`src/rtl/core/jsu_pkg.sv`:
```
`timescale 1ns / 1ps
// ----------------------------------------------------------------------------
// jsu_pkg
// Shared types and constants for the JSON string unescaper.
// ----------------------------------------------------------------------------
package jsu_pkg;

  localparam int QDEPTH = 4;
  localparam int QAW    = $clog2(QDEPTH);

  localparam logic [1:0] ST_OK      = 2'd0;
  localparam logic [1:0] ST_BAD_ESC = 2'd1;
  localparam logic [1:0] ST_BAD_UNI = 2'd2;

  typedef enum logic [1:0] {
    MODE_NORMAL,
    MODE_ESCAPE,
    MODE_HEX
  } mode_t;

  typedef enum logic [1:0] {
    CMD_BYTE,
    CMD_CP,
    CMD_ERR
  } cmd_kind_t;

  typedef struct packed {
    cmd_kind_t   kind;
    logic [15:0] data;
    logic [1:0]  status;
    logic        last;
  } cmd_t;

endpackage

```
`src/rtl/core/jsu_front.sv`:
```
`timescale 1ns / 1ps
// ----------------------------------------------------------------------------
// jsu_front
// Escape parser: tracks escape state per byte and issues one command per
// completed character or error.
// ----------------------------------------------------------------------------
module jsu_front
  import jsu_pkg::*;
(
  input  logic       clk,
  input  logic       rst,
  input  logic       accept,
  input  logic [7:0] in_byte,
  input  logic       in_last,
  output logic       push,
  output cmd_t       cmd
);

  mode_t       mode, mode_next;
  logic [1:0]  hex_count, hex_count_next;
  logic [15:0] code_point, code_point_next;
  logic        discarding, discarding_next;

  logic        is_hex;
  logic [3:0]  nib;
  logic [15:0] cp_shift;
  logic        fail;
  logic [1:0]  fail_code;

  always_comb begin
    is_hex = 1'b1;
    nib    = 4'd0;
    if (in_byte >= 8'h30 && in_byte <= 8'h39) begin
      nib = in_byte[3:0];
    end else if ((in_byte >= 8'h61 && in_byte <= 8'h66) ||
                 (in_byte >= 8'h41 && in_byte <= 8'h46)) begin
      nib = in_byte[3:0] + 4'd9;
    end else begin
      is_hex = 1'b0;
    end
  end

  assign cp_shift = {code_point[11:0], nib};

  always_comb begin
    mode_next       = mode;
    hex_count_next  = hex_count;
    code_point_next = code_point;
    discarding_next = discarding;
    push            = 1'b0;
    cmd             = '{kind: CMD_BYTE, data: 16'd0, status: ST_OK, last: in_last};
    fail            = 1'b0;
    fail_code       = ST_OK;
    if (accept) begin
      if (discarding) begin
        if (in_last) begin
          discarding_next = 1'b0;
          mode_next       = MODE_NORMAL;
          hex_count_next  = 2'd0;
          code_point_next = 16'd0;
        end
      end else begin
        case (mode)
          MODE_ESCAPE: begin
            mode_next = MODE_NORMAL;
            push      = 1'b1;
            case (in_byte)
              8'h5C, 8'h22, 8'h2F: cmd.data = {8'd0, in_byte};
              8'h62: cmd.data = 16'h0008;
              8'h66: cmd.data = 16'h000C;
              8'h6E: cmd.data = 16'h000A;
              8'h72: cmd.data = 16'h000D;
              8'h74: cmd.data = 16'h0009;
              8'h75: begin
                push = 1'b0;
                if (in_last) begin
                  fail      = 1'b1;
                  fail_code = ST_BAD_UNI;
                end else begin
                  mode_next       = MODE_HEX;
                  hex_count_next  = 2'd0;
                  code_point_next = 16'd0;
                end
              end
              default: begin
                push      = 1'b0;
                fail      = 1'b1;
                fail_code = ST_BAD_ESC;
              end
            endcase
          end
          MODE_HEX: begin
            if (!is_hex) begin
              fail      = 1'b1;
              fail_code = ST_BAD_UNI;
            end else if (hex_count == 2'd3) begin
              push            = 1'b1;
              cmd.kind        = CMD_CP;
              cmd.data        = cp_shift;
              mode_next       = MODE_NORMAL;
              hex_count_next  = 2'd0;
              code_point_next = 16'd0;
            end else if (in_last) begin
              fail      = 1'b1;
              fail_code = ST_BAD_UNI;
            end else begin
              code_point_next = cp_shift;
              hex_count_next  = hex_count + 2'd1;
            end
          end
          default: begin
            mode_next = MODE_NORMAL;
            if (in_byte == 8'h5C) begin
              if (in_last) begin
                fail      = 1'b1;
                fail_code = ST_BAD_ESC;
              end else begin
                mode_next = MODE_ESCAPE;
              end
            end else begin
              push     = 1'b1;
              cmd.data = {8'd0, in_byte};
            end
          end
        endcase
        if (fail) begin
          mode_next       = MODE_NORMAL;
          hex_count_next  = 2'd0;
          code_point_next = 16'd0;
          discarding_next = !in_last;
          push            = 1'b1;
          cmd.kind        = CMD_ERR;
          cmd.data        = 16'd0;
          cmd.status      = fail_code;
        end
      end
    end
  end

  always_ff @(posedge clk) begin
    if (rst) begin
      mode       <= MODE_NORMAL;
      hex_count  <= 2'd0;
      code_point <= 16'd0;
      discarding <= 1'b0;
    end else begin
      mode       <= mode_next;
      hex_count  <= hex_count_next;
      code_point <= code_point_next;
      discarding <= discarding_next;
    end
  end

endmodule

```
`src/rtl/core/jsu_queue.sv`:
```
`timescale 1ns / 1ps
// ----------------------------------------------------------------------------
// jsu_queue
// Short command queue between the parser and the byte emitter.
// ----------------------------------------------------------------------------
module jsu_queue
  import jsu_pkg::*;
(
  input  logic clk,
  input  logic rst,
  input  logic push,
  input  cmd_t push_cmd,
  input  logic pop,
  output cmd_t head,
  output logic empty,
  output logic full
);

  cmd_t           entries [QDEPTH];
  logic [QAW-1:0] wr_ptr, rd_ptr;
  logic [QAW:0]   count;

  assign empty = (count == '0);
  assign full  = (count == (QAW+1)'(QDEPTH));
  assign head  = entries[rd_ptr];

  always_ff @(posedge clk) begin
    if (push) begin
      entries[wr_ptr] <= push_cmd;
    end
  end

  always_ff @(posedge clk) begin
    if (rst) begin
      wr_ptr <= '0;
      rd_ptr <= '0;
      count  <= '0;
    end else begin
      if (push) begin
        wr_ptr <= wr_ptr + 1'b1;
      end
      if (pop) begin
        rd_ptr <= rd_ptr + 1'b1;
      end
      count <= count + (QAW+1)'(push) - (QAW+1)'(pop);
    end
  end

  a_no_overflow: assert property (@(posedge clk) disable iff (rst) !(push && full))
    else $error("push into full queue");
  a_no_underflow: assert property (@(posedge clk) disable iff (rst) !(pop && empty))
    else $error("pop from empty queue");
  a_count_range: assert property (@(posedge clk) disable iff (rst)
    count <= (QAW+1)'(QDEPTH))
    else $error("queue count out of range");
  a_pop_drains: assert property (@(posedge clk) disable iff (rst)
    (pop && !push) |=> (count == $past(count) - 1'b1))
    else $error("queue count did not drop on pop");

endmodule

```
`src/rtl/core/jsu_back.sv`:
```
`timescale 1ns / 1ps
// ----------------------------------------------------------------------------
// jsu_back
// Byte emitter: expands each queued command into one to three output beats.
// ----------------------------------------------------------------------------
module jsu_back
  import jsu_pkg::*;
(
  input  logic       clk,
  input  logic       rst,
  input  cmd_t       head,
  input  logic       empty,
  output logic       pop,
  output logic       dn_valid,
  input  logic       dn_stall,
  output logic [7:0] out_byte,
  output logic [1:0] status,
  output logic       run_last,
  output logic       string_end
);

  logic [1:0] idx;
  logic [1:0] nbeats;
  logic       load;
  logic       final_beat;
  logic [7:0] beat_byte;

  assign load = !empty && (!dn_valid || !dn_stall);

  always_comb begin
    nbeats = 2'd1;
    if (head.kind == CMD_CP) begin
      if (head.data[15:7] == '0) begin
        nbeats = 2'd1;
      end else if (head.data[15:11] == '0) begin
        nbeats = 2'd2;
      end else begin
        nbeats = 2'd3;
      end
    end
  end

  assign final_beat = (idx == nbeats - 2'd1);
  assign pop        = load && final_beat;

  always_comb begin
    beat_byte = head.data[7:0];
    if (head.kind == CMD_CP) begin
      case (idx)
        2'd0: begin
          case (nbeats)
            2'd2:    beat_byte = {3'b110, head.data[10:6]};
            2'd3:    beat_byte = {4'b1110, head.data[15:12]};
            default: beat_byte = head.data[7:0];
          endcase
        end
        2'd1: begin
          if (nbeats == 2'd3) begin
            beat_byte = {2'b10, head.data[11:6]};
          end else begin
            beat_byte = {2'b10, head.data[5:0]};
          end
        end
        default: beat_byte = {2'b10, head.data[5:0]};
      endcase
    end
  end

  always_ff @(posedge clk) begin
    if (rst) begin
      dn_valid <= 1'b0;
      idx      <= 2'd0;
    end else begin
      if (load) begin
        dn_valid <= 1'b1;
        idx      <= final_beat ? 2'd0 : idx + 2'd1;
      end else if (!dn_stall) begin
        dn_valid <= 1'b0;
      end
    end
  end

  // hold the beat while stalled
  always_ff @(posedge clk) begin
    if (load) begin
      out_byte   <= beat_byte;
      status     <= head.status;
      run_last   <= final_beat;
      string_end <= (head.kind == CMD_ERR) || (final_beat && head.last);
    end
  end

endmodule

```
`src/rtl/core/json_string_unescape_utf8_unit.sv`:
```
`timescale 1ns / 1ps
// ----------------------------------------------------------------------------
// json_string_unescape_utf8_unit
// JSON string unescaper with UTF-8 output of \u escapes.
// ----------------------------------------------------------------------------
// A result beat is held in the command queue, then in the output register.
// Throughput: one input byte per cycle while the four-entry command queue has
// room; one output beat per cycle while dn_stall is low; \u gives up to 3 beats.
// Reset (rst, synchronous) clears parser state, queue pointers and output valid.
module json_string_unescape_utf8_unit
  import jsu_pkg::*;
(
  input  logic       clk,
  input  logic       rst,
  input  logic       up_valid,
  output logic       up_stall,
  input  logic [7:0] in_byte,
  input  logic       in_last,
  output logic       dn_valid,
  input  logic       dn_stall,
  output logic [7:0] out_byte,
  output logic [1:0] status,
  output logic       run_last,
  output logic       string_end
);

  logic accept;
  logic push, pop, empty, full;
  cmd_t push_cmd, head;

  assign up_stall = full;
  assign accept   = up_valid && !full;

  jsu_front u_front (
    .clk     (clk),
    .rst     (rst),
    .accept  (accept),
    .in_byte (in_byte),
    .in_last (in_last),
    .push    (push),
    .cmd     (push_cmd)
  );

  jsu_queue u_queue (
    .clk      (clk),
    .rst      (rst),
    .push     (push),
    .push_cmd (push_cmd),
    .pop      (pop),
    .head     (head),
    .empty    (empty),
    .full     (full)
  );

  jsu_back u_back (
    .clk        (clk),
    .rst        (rst),
    .head       (head),
    .empty      (empty),
    .pop        (pop),
    .dn_valid   (dn_valid),
    .dn_stall   (dn_stall),
    .out_byte   (out_byte),
    .status     (status),
    .run_last   (run_last),
    .string_end (string_end)
  );

endmodule

```
`config.mk`:
```
export PLATFORM = sky130hd
export DESIGN_NAME = json_string_unescape_utf8_unit
export DESIGN_NICKNAME = d
export VERILOG_FILES = /design/src/rtl/core/jsu_pkg.sv /design/src/rtl/core/jsu_front.sv /design/src/rtl/core/jsu_queue.sv /design/src/rtl/core/jsu_back.sv /design/src/rtl/core/json_string_unescape_utf8_unit.sv
export SDC_FILE = /design/constraint.sdc
export NUM_CORES = 1
export LEC_CHECK = 0
export BUFFER_PORTS_ARGS = -buffer_cell sky130_fd_sc_hd__buf_4
export CELL_PAD_IN_SITES_DETAIL_PLACEMENT = 1
export CELL_PAD_IN_SITES_GLOBAL_PLACEMENT = 2
export CORE_MARGIN = 3
export CORE_UTILIZATION = 45
export CTS_BUF_LIST = sky130_fd_sc_hd__clkbuf_4
export CTS_CLUSTER_DIAMETER = 80
export DETAILED_ROUTE_END_ITERATION = 7
export PLACE_DENSITY = 0.88
export RECOVER_POWER = 100
export SYNTH_ARGS = -nofsm -noshare
export SYNTH_HDL_FRONTEND = slang
export SYNTH_SLANG_ARGS = --single-unit
```
`constraint.sdc`:
```
create_clock -name clk -period 5.5 [get_ports clk]
set_input_delay 0 -clock clk [delete_from_list [all_inputs] [get_ports clk]]
set_output_delay 0 -clock clk [all_outputs]
set_load 0.02 [all_outputs]
```
# Word-level counts from Yosys, hierarchy flattened
# Memories as Yosys holds them, arrays and structs flattened. A register that Yosys moved wholly into a read port is not among the register bits.
# Index checks and enable logic that the tools add are counted.
dict set report totals {
  ff_bits 39
  mem_bits_rw 84
  elab_cells 158
  memories 1
}
dict set report classes {
  add_sub_neg 8
  order_cmp 6
  eq_ne 26
  mux 80
  reduce_logical 24
}
# memory words width rd rd_ports_with_merged_regs wr line
set memory_table {}
lappend memory_table {u_queue.entries 4 21 1 1 1 jsu_queue.sv:19} ;# cmd_t entries [QDEPTH];
# cell n
set ops {}
lappend ops {{$mux 12} 8}
lappend ops {{$mux 20} 3}
lappend ops {{$eq 8x7->1 const B} 7}
lappend ops {{$mux 2} 25}
lappend ops {{$pmux 8 s6} 1}
lappend ops {{$pmux 16 s2} 1}
lappend ops {{$pmux 8 s2} 2}
lappend ops {{$mux 1} 25}
lappend ops {{$pmux 12 s2} 1}
lappend ops {{$mux 18} 1}
lappend ops {{$mux 17} 1}
lappend ops {{$eq 8x6->1 const B} 2}
lappend ops {{$ge 8x7->1 const B} 2}
lappend ops {{$le 8x7->1 const B} 2}
lappend ops {{$mux 8} 2}
lappend ops {{$pmux 2 s2} 4}
lappend ops {{$eq 2x2->1 const B} 5}
lappend ops {{$logic_not 9->1} 1}
lappend ops {{$add 2x1->2 const B} 4}
lappend ops {{$ge 8x6->1 const B} 1}
lappend ops {{$le 8x6->1 const B} 1}
lappend ops {{$mux 4} 2}
lappend ops {{$ne 4x1->1 const B} 2}
lappend ops {{$ne 4x2->1 const B} 2}
lappend ops {{other kinds (23)} 39}

# Logic depth before layout (Yosys ltp)
# Gate-level depths: netlist of the first run.
dict set report logic_depth {
  depth_word 14
  mapped_depth 17
}

# Hierarchy
# From an unflattened synthesis of the first run, not the netlist that was laid out.
dict set report unflattened {
  cells_unflattened 418
  area_unflattened_um2 5821.8
}
# module n_inst cells_per_inst area_each_um2 seq_area_each_um2
set by_module_without_submodules {}
lappend by_module_without_submodules {jsu_queue 1 151 3470.8 2702.6}
lappend by_module_without_submodules {jsu_front 1 181 1431.4 340.3}
lappend by_module_without_submodules {jsu_back 1 85 905.9 420.4}
lappend by_module_without_submodules {json_string_unescape_utf8_unit 1 1 13.8 0.0}

# Worst setup path after synthesis of the first run
# Ideal clock, no wire load.
dict set report synth_path {
  kind {reg2reg}
  startpoint {reg (tool-made name)}
  endpoint {reg u_queue.count[2]}
  t_arrival_ps 4151
  required_time_ps 5372
  path_slack_ps 1221
  path_stages_with_launch 17
  n_path_buf 1
  path_cell_list {dfxtp_1 > buf_6 > mux4_2 > nor4_1 > nor3b_2 > nor2_1 > ha_1 > xor2_1 > and2_1 > mux2i_1 > nor2_2 > ha_1 > inv_1 > ha_1 > fa_1 > xnor2_1 > nor2_1}
}
# element line
set synth_rtl {}
lappend synth_rtl {{end signal, assigned} jsu_queue.sv:45} ;# count <= count + (QAW+1)'(push) - (QAW+1)'(pop);
lappend synth_rtl {{end, declared} jsu_queue.sv:21} ;# logic [QAW:0] count;

==> impl_metrics.yaml, run 1 <==
outcome:
  outcome: "finished, final reports clean"
critical_path:
  crit_path_cell_trace: "mux4_2 > nor4_1 > nor3b_2 > nor2_1 > ha_1 > xor2_1 > and2_0 > mux2i_1 > nor2_2 > ha_1 > inv_1 > ha_1 > fa_1 > xnor2_1 > nor2_1"
  rr_worst_depth: 15
  critPathLaunchType: "flop"
  reg_to_reg_endpoint: "u_queue.count[2]"
  crit_type: "reg -> reg"
  wp_buf_inv: 1
  crit_path_max_fanout: 11
  critPathArrivalTime_ns: 5.41
  cp_num_cells: 15
  crit_top_cell: "ha_1"
  cpPeakStageDelay_ns: 0.71
  end_kind: "flop"
  critical-path-top-delay-family: "simple AND/OR/NAND/NOR gates"
  r2r_slack_ns: 0.50
  cp_data_required_time_ns: 5.91
  worst_path_max_delay_cell: "dfxtp_1"
detailed_routing:
  vias: 3980
  drtPass1Iterations: 4
  drt-total-wl_mm: 14.2
  drt_iter0_markers: 410
  drtAntennaViolNets: 0
  drt-vias-per-instance: 5.70
  post_drt_wl_per_cell_microns: 20.3
  drc: 0
synth:
  synth.cell_area_sq_um: 5980
  synth_enable_flop_cells: 96
  ys.flop_type: "edfxtp_1"
  sequential_element_share_of_the_synthesized_area_pct: 57.9
  post_synth_main_area_contributors: "edfxtp_1, dfxtp_1, mux4_2"
  number_of_nets_in_the_synthesized_netlist: 495
  ys_async_sr_fraction_pct: 0
  synthDominantAreaCellType: "edfxtp_1"
  yosysUniqueCellTypes: 69
  avgSynthCellArea_sq_um: 12.9
  yosys_synthesis_warning_count: 0
  synth-seq-cells: 125
  synth_cells: 464
  yosysTopAreaCellShare_pct: 48.2
timing:
  timing.final.max_slew_violations: 0
  worst_pin_slew_ns: 1.44
  timing.final.hold_violations: 0
  max-slew-margin-rel_pct: 4.04
  rsz0062_at_grt: "no"
  clock-skew-final_ns: 0.0214
  final.min_clock_period_ns: 5.00
  fraction_of_the_cycle_the_final_worst_path_needs_pct: 90.9
  fin_tns_setup_ns: 0
  finalSetupViolations: 0
  achievable-frequency_mhz: 200
floorplanning:
  row_count: 41
  starting_density_pct: 46.6
  die_w_microns: 121
  floorplan.io_pins: 27
  placeableCoreArea_sq_um: 12800
  chipHeight_microns: 121
  design.die.area_sq_um: 14700
final_layout:
  ratio_of_cells_with_drive_above_1_in_the_final_layout_pct: 15.2
  finalNetCount: 544
  stdcell_area_sq_um: 6660
  commonest_non_fill_non_tap_cell_in_the_layout: "edfxtp_1"
  n_antenna_cell: 0
  most-common-layout-cells: "edfxtp_1, dfxtp_1, nand2_1"
  syn2layout_area_growth_pct: 11.4
  fillerInstances: 1360
hold_path:
  whs_endpoint: "u_queue.entries[3][8]"
  worstHoldPathType: "in -> reg"
  startpoint_of_the_lowest_slack_hold_path: "in_byte[5]"
  hold_path_depth: 3
clocking:
  tritoncts_clock_tree: "yes"
  clk_slew_on_worst_s_h_paths_ns: 0.10
  cts_root_buffer: "clkbuf_4"
  cts_num_sinks: 125
  clock_insertion_delay_worst_skew_ns: 0.52
  cts_htree_levels: 4
  cts_buffer_count: 17
  ctsResizeCount: 0
  ctsLongestPathBuffers: 2
placed_design:
  detailed_place.area_sq_um: 6390
  place.port_buffers: 26
  dpl.hpwl_mm: 10.3
  routabilityCongestion: 0.868
grt:
  grt_antenna_before_repair: 0
  gr-usage-all-layers_pct: 20.5
  grt_start_max_net_pins: 30
  number_of_global_route_vias_before_repair: 4253
  first_pass_grt_wire_length_mm: 23.1
  grt.overflow.total: 0
pwr:
  leakage_power_nw: 2.28
  p_total_mw: 2.68
  power.density_nw_per_um2: 402
  power.ir.vdd_worst_mv: 0.141
run:
  drv.max_cap_violation_count: 0
cells by family after synthesis:
family / after synthesis / share of synthesized area [%]
mux: 31 / 9.70
xor+xnor: 8 / 1.17
compound gates: 93 / 10.9
fa+ha+maj: 18 / 3.89
flops: 125 / 57.9
buf+inv: 43 / 2.91
simple gates: 146 / 13.6
registers in the layout, summed over array words and instances (netlist names), named ones only:
signal              cells
u_back.dn_valid         1
u_back.idx              2
u_back.out_byte         8
u_back.run_last         1
u_back.status           2
u_back.string_end       1
u_front.code_point     12
u_front.discarding      1
u_front.hex_count       2
u_front.mode            2
u_queue.count           3
u_queue.entries        84
u_queue.rd_ptr          2
u_queue.wr_ptr          2
layer usage:
metal  vias up  share of wire, %  track usage [%]
met5         -                 0                0
met4         0               1.0             6.02
met3        12               4.0             4.24
met2        89                52             35.6
met1      2004                42             26.0
li1       1875                 -                -
stage by stage:
| step | hold slack (ns) | util, % | setup slack, ns | instances |
|---|---|---|---|---|
| global placement | 0.264 | 49.8 | 0.658 | 653 |
| detailed placement | 0.282 | 49.8 | 0.413 | 653 |
| floorplan | 0.0989 | - | 1.22 | 464 |
| finish | 0.0688 | 52.0 | 0.501 | 698 |
| global route | 0.0794 | 52.0 | 0.139 | 698 |
| CTS | 0.0221 | 52.7 | 0.409 | 698 |
cell usage after synthesis (4+ instances only):
library cell  instances
a211oi_1              6
a21oi_1              16
a31oi_1               5
a32o_1                5
a32oi_1               6
and2_1               14
buf_2                 4
clkbuf_1             13
dfxtp_1              29
edfxtp_1             96
ha_1                 17
inv_1                22
mux2_2                6
mux2i_1               4
mux4_2               21
nand2_1              27
nand2b_1             17
nand3_1              17
nor2_1               26
nor2b_1               5
nor3_1                9
nor3b_1               4
o21ai_0              22
o2bb2ai_1             5
xnor2_1               6
worst reg2reg max path, delay by kind of cell (launching register included):
kind,cells,cell delay (ns)
AND/OR/NAND/NOR,6,1.58
buffers and inverters,1,0.04
adder cells (fa/ha/maj),4,1.22
multiplexers,2,1.01
flip-flops,1,0.71
XOR/XNOR,2,0.35
power by group:
| group | internal (mW) | switching (mW) |
|---|---|---|
| Sequential | 1.20 | 0.0712 |
| Clock | 0.241 | 0.313 |
| Combinational | 0.340 | 0.516 |
area by class of cell:
type | count | area, sq um | share of cell area, %
inverters | 23 | 86.3 | 1.30
multi-input cells | 296 | 2330 | 35.0
clock buffers | 22 | 165 | 2.48
clock inverters | 10 | 73.8 | 1.11
flip-flops and latches | 125 | 3460 | 52.0
well taps | 172 | 215 | 3.23
repair buffers | 50 | 325 | 4.88
how the worst max path moves through the flow:
stage / from / endpoint / slack (ns)
2_1_floorplan: flop / u_queue.count[2] / 1.22
3_3_place_gp: flop / u_queue.count[2] / 0.66
3_5_place_dp: flop / u_queue.count[2] / 0.41
4_1_cts: flop / u_queue.count[2] / 0.41
5_1_grt: flop / u_queue.count[2] / 0.14
6_report: flop / u_queue.count[2] / 0.50
what timing repair did:
action                                 4_1_cts  5_1_grt
hold buffers                                13        0
endpoints found under the hold margin       36        0
setup buffers                                0        0
Note: power is estimated with default switching activity, not from simulation.
==> inputs of run 2 (changes only) <==
- MAX_ROUTING_LAYER: default -> met4
==> run 2 against run 1 <==
Critical endpoint unchanged. Routed wire length is 0.77% lower. Global-route usage up 0.69 points. Sequential cell count did not move.
==> impl_metrics.yaml, run 2 (synthesis gave the netlist of run 1 again) <==
floorplanning:
  starting_density_pct: 46.6
  design.die.area_sq_um: 14700
  row_count: 41
  placeableCoreArea_sq_um: 12800
  die_w_microns: 121
  chipHeight_microns: 121
  floorplan.io_pins: 27
final_layout:
  finalNetCount: 543
  flip_flop_count_of_the_largest_register_all_copies_and_words_added: 84
  multi_input_comb_area_sq_um: 2330
  largest_register: "u_queue.entries"
  most-common-layout-cells: "edfxtp_1, dfxtp_1, nor2_1, nand2_1"
  n_antenna_cell: 0
  commonest_non_fill_non_tap_cell_in_the_layout: "edfxtp_1"
  sequential_cell_area_sq_um: 3460
  ratio_of_cells_with_drive_above_1_in_the_final_layout_pct: 14.9
  final_cells: 697
  syn2layout_area_growth_pct: 12.8
  largest_registers: "u_queue.entries: 84 flops, u_front.code_point: 12 flops, u_back.out_byte: 8 flops"
  stdcell_area_sq_um: 6750
  fillerInstances: 1351
clocking:
  clk_slew_on_worst_s_h_paths_ns: 0.11
  cts_htree_levels: 4
  hold_fix_buffers_cts: 13
  tritoncts_clock_tree: "yes"
  ctsLongestPathBuffers: 2
  cts_buffer_count: 17
  cts_num_sinks: 125
  clock_insertion_delay_worst_skew_ns: 0.52
  cts.repair_timing.setup_buffer_count: 0
  cts_root_buffer: "clkbuf_4"
  ctsResizeCount: 0
detailed_routing:
  drt-total-wl_mm: 14.0
  drt_iter0_markers: 328
  drtAntennaViolNets: 0
  drt-vias-per-instance: 5.67
  drtPass1Iterations: 4
  post_drt_wl_per_cell_microns: 20.2
  vias: 3953
  drc: 0
pwr:
  power.density_nw_per_um2: 424
  switch_share_pct: 32.1
  sequentialPowerShare_pct: 44.7
  power.ir.vdd_worst_mv: 0.131
  cellInternalPower_mw: 1.94
  clkPwrFrac_pct: 25.7
  leakage_power_nw: 2.30
  power_frac_comb_pct: 29.6
  switching_power_mw: 0.919
grt:
  grt_antenna_before_repair: 0
  grt.overflow.total: 0
  first_pass_grt_wire_length_mm: 23.2
  grt_start_max_net_pins: 30
  gr-usage-all-layers_pct: 21.2
  number_of_global_route_vias_before_repair: 4140
placed_design:
  detailed_place.area_sq_um: 6380
  routabilityCongestion: 0.869
  dpl.hpwl_mm: 10.1
  post-place-cells: 652
  place.port_buffers: 26
timing:
  max-slew-margin-rel_pct: 8.74
  worst_pin_slew_ns: 1.37
  final.min_clock_period_ns: 5.00
  finalSetupViolations: 0
  fraction_of_the_cycle_the_final_worst_path_needs_pct: 91.0
  fin_tns_setup_ns: 0
  min_hold_slack_ns: 0.0743
  clock-skew-final_ns: 0.0143
  timing.final.hold_violations: 0
  rsz0062_at_grt: "no"
  timing.final.max_slew_violations: 0
  achievable-frequency_mhz: 200
critical_path:
  critPathArrivalTime_ns: 5.42
  cp_data_required_time_ns: 5.91
  crit_path_max_fanout: 12
  critPathLaunchType: "flop"
  crit_type: "reg -> reg"
  end_kind: "flop"
hold_path:
  worstHoldPathType: "in -> reg"
run:
  drv.max_cap_violation_count: 0
outcome:
  outcome: "finished, final reports clean"
-- run 2: cell types whose count changed in the layout (fill, tap and decap cells not counted), sizes merged --
cell,change
clkbuf,-4
clkinv,-1
bufinv,+4
buf,-1
clkinvlp,+1
-- run 2: per-layer routing --
metal / GRT usage [%] / share of wire [%] / up-vias
met5: - / 0 / -
met4: 5.67 / 1.2 / 0
met3: 4.48 / 3.0 / 18
met2: 35.3 / 52 / 73
met1: 26.6 / 44 / 1981
li1: - / - / 1881
-- run 2: critical path: stages, from the launching register on --
cell and delay, ns:
dfxtp_1 0.77, mux4_2 0.64, nor4_1 0.54, nor3b_2 0.47
nor2_1 0.15, ha_1 0.31, xor2_1 0.15, and2_0 0.17
mux2i_1 0.37, nor2_1 0.14, ha_1 0.31, inv_1 0.04
ha_1 0.22, fa_1 0.41, xnor2_1 0.16, nor2_1 0.05
-- run 2: through the flow --
| step | total power [mW] | setup slack (ns) | utilization (%) |
|---|---|---|---|
| 2_1_floorplan | 1.90 | 1.22 | - |
| 3_3_place_gp | 2.15 | 0.607 | 49.7 |
| 3_5_place_dp | 2.20 | 0.479 | 49.7 |
| 4_1_cts | 2.95 | 0.422 | 53.4 |
| 5_1_grt | 3.03 | 0.0934 | 52.6 |
| 6_report | 2.86 | 0.496 | 52.6 |
-- run 2: path summary, 6_finish.rpt --
| kind | from | endpoint | slack (ns) | cells past startpoint |
|---|---|---|---|---|
| worst min register to register | u_front.code_point[9] | u_front.code_point[9] | 0.50 | 2 |
| worst max register to register | flop | u_queue.count[2] | 0.50 | 15 |
| worst min-delay path | up_valid | u_front.discarding | 0.07 | 3 |
| worst max-delay path | flop | u_queue.count[2] | 0.50 | 15 |
-- run 2: cell type report --
class	instances	share of cell area, %
clock buffers	18	2.00
clock inverters	14	2.95
inverters	23	1.28
multi-input cells	296	34.6
flip-flops and latches	125	51.3
well taps	172	3.19
repair buffers	49	4.71
-- run 2: power groups by stage --
stage	clock, mW	combinational (mW)	sequential, mW
finish	0.735	0.847	1.28
global route	0.798	0.932	1.30
floorplan	0	0.574	1.32
global placement	0	0.865	1.29
detailed placement	0	0.897	1.30
CTS	0.752	0.913	1.28
==> inputs of run 3 (changes only) <==
- CORE_ASPECT_RATIO: default -> 0.9
==> run 3 against run 2 <==
Non-clock buffer count down 4. Final cell count is 1.7% lower. Clock skew rose by 0.011 ns. Highest routed layer unchanged.
==> impl_metrics.yaml, run 3 (synthesis gave the netlist of run 1 again) <==
clocking:
  clock_insertion_delay_worst_skew_ns: 0.53
  ctsLongestPathBuffers: 2
  cts_root_buffer: "clkbuf_4"
  cts_buffer_count: 17
  ctsResizeCount: 0
  tritoncts_clock_tree: "yes"
  clk_slew_on_worst_s_h_paths_ns: 0.11
  cts_num_sinks: 125
  cts_htree_levels: 4
critical_path:
  wp_buf_inv: 1
  crit_path_max_fanout: 10
  end_kind: "flop"
  crit_type: "reg -> reg"
  cp_data_required_time_ns: 5.92
  rr_worst_depth: 15
  critical-path-top-delay-family: "simple AND/OR/NAND/NOR gates"
  critPathLaunchType: "flop"
  reg_to_reg_endpoint: "u_queue.count[2]"
  critPathArrivalTime_ns: 5.43
  worst_path_max_delay_cell: "dfxtp_1"
  cpPeakStageDelay_ns: 0.73
  crit_path_cell_trace: "mux4_2 > nor4_1 > nor3b_2 > nor2_1 > ha_1 > xor2_1 > and2_0 > mux2i_1 > nor2_1 > ha_1 > inv_1 > ha_1 > fa_1 > xnor2_1 > nor2_1"
  r2r_slack_ns: 0.49
final_layout:
  largest_register: "u_queue.entries"
  finalNetCount: 539
  flip_flop_count_of_the_largest_register_all_copies_and_words_added: 84
  multi_input_comb_area_sq_um: 2330
  commonest_non_fill_non_tap_cell_in_the_layout: "edfxtp_1"
  largest_registers: "u_queue.entries: 84 flops, u_front.code_point: 12 flops, u_back.out_byte: 8 flops"
  most-common-layout-cells: "edfxtp_1, dfxtp_1, nor2_1, nand2_1"
  syn2layout_area_growth_pct: 11.3
  n_antenna_cell: 0
  fillerInstances: 1355
  ratio_of_cells_with_drive_above_1_in_the_final_layout_pct: 15.4
  sequential_cell_area_sq_um: 3460
pwr:
  leakage_power_nw: 2.27
  power.density_nw_per_um2: 414
  power.ir.vdd_worst_mv: 0.122
floorplanning:
  chipHeight_microns: 115
  die_w_microns: 128
  starting_density_pct: 46.6
  row_count: 39
  placeableCoreArea_sq_um: 12800
  floorplan.io_pins: 27
  design.die.area_sq_um: 14700
timing:
  rsz0062_at_grt: "no"
  max-slew-margin-rel_pct: 8.65
  final.setup.worst_slack_ns: 0.486
  final.min_clock_period_ns: 5.01
  fin_tns_setup_ns: 0
  fraction_of_the_cycle_the_final_worst_path_needs_pct: 91.2
  worst_pin_slew_ns: 1.36
  achievable-frequency_mhz: 199
  clock-skew-final_ns: 0.0250
  timing.final.hold_violations: 0
  finalSetupViolations: 0
  timing.final.max_slew_violations: 0
run:
  drv.max_cap_violation_count: 0
placed_design:
  routabilityCongestion: 0.892
  pre_cts_slack_ns: 0.507
  dpl.hpwl_mm: 10.4
  place.port_buffers: 26
grt:
  gr-usage-all-layers_pct: 21.7
  grt.overflow.total: 0
  grt_start_max_net_pins: 30
  first_pass_grt_wire_length_mm: 23.5
  number_of_global_route_vias_before_repair: 4190
  grt_antenna_before_repair: 0
detailed_routing:
  drt_iter0_markers: 354
  drtPass1Iterations: 5
  drt-vias-per-instance: 5.86
  drt-total-wl_mm: 14.6
  drc: 0
  drtAntennaViolNets: 0
  vias: 4017
  post_drt_wl_per_cell_microns: 21.3
hold_path:
  startpoint_of_the_lowest_slack_hold_path: "up_valid"
  worstHoldPathType: "in -> reg"
  hold_path_depth: 3
  whs_endpoint: "u_front.discarding"
outcome:
  outcome: "finished, final reports clean"
[run 3: final cells by class]
type | instances | share of cell area (%)
sequential | 125 | 52.0
multi-input combinational | 296 | 35.0
timing repair buffer | 45 | 4.40
tap | 164 | 3.08
clock inverter | 14 | 2.18
clock buffer | 18 | 2.03
inverter | 23 | 1.30
[run 3: how the worst max path moves through the flow]
stage                  endpoint  slack (ns)  cells after the start
2_1_floorplan  u_queue.count[2]        1.22                     16
3_3_place_gp   u_queue.count[2]        0.69                     15
3_5_place_dp   u_queue.count[2]        0.51                     15
4_1_cts        u_queue.count[2]        0.43                     15
5_1_grt        u_queue.count[2]        0.10                     15
6_report       u_queue.count[2]        0.49                     15
[run 3: timing repair]
item / 4_1_cts / 5_1_grt
hold buffers: 11 / 1
buffers inserted: 0 / 0
endpoints found under the setup margin: 0 / 0
hold endpoints to repair: 33 / 3
[run 3: routing by layer]
metal	share of wire, %	track usage (%)
met4	1.6	6.36
met5	0	-
met3	4.2	4.97
met2	50	35.1
met1	44	27.5
[run 3: worst min-delay path: cells and delay by family]
| family | cells | cell delay [ns] |
|---|---|---|
| AND/OR/NAND/NOR | 1 | 0.19 |
| AO/OA/AOI/OAI | 1 | 0.23 |
| buffers and inverters | 1 | 0.10 |
[run 3: per-stage QoR]
stage / utilization, % / std cells / power (mW) / area, sq um / hold WS, ns
floorplan: - / 464 / 1.90 / 5980 / 0.0989
global placement: 49.5 / 641 / 2.14 / 6350 / 0.260
detailed placement: 49.5 / 641 / 2.19 / 6350 / 0.303
CTS: 52.5 / 684 / 2.83 / 6740 / 0.00210
global route: 51.9 / 685 / 2.90 / 6660 / 0.0333
finish: 51.9 / 685 / 2.75 / 6660 / 0.0511
[run 3: report_power, final]
| group | internal [mW] | switching (mW) | total (mW) |
|---|---|---|---|
| Combinational | 0.333 | 0.519 | 0.852 |
| Clock | 0.275 | 0.358 | 0.632 |
| Sequential | 1.20 | 0.0700 | 1.27 |
| Total | 1.81 | 0.947 | 2.75 |
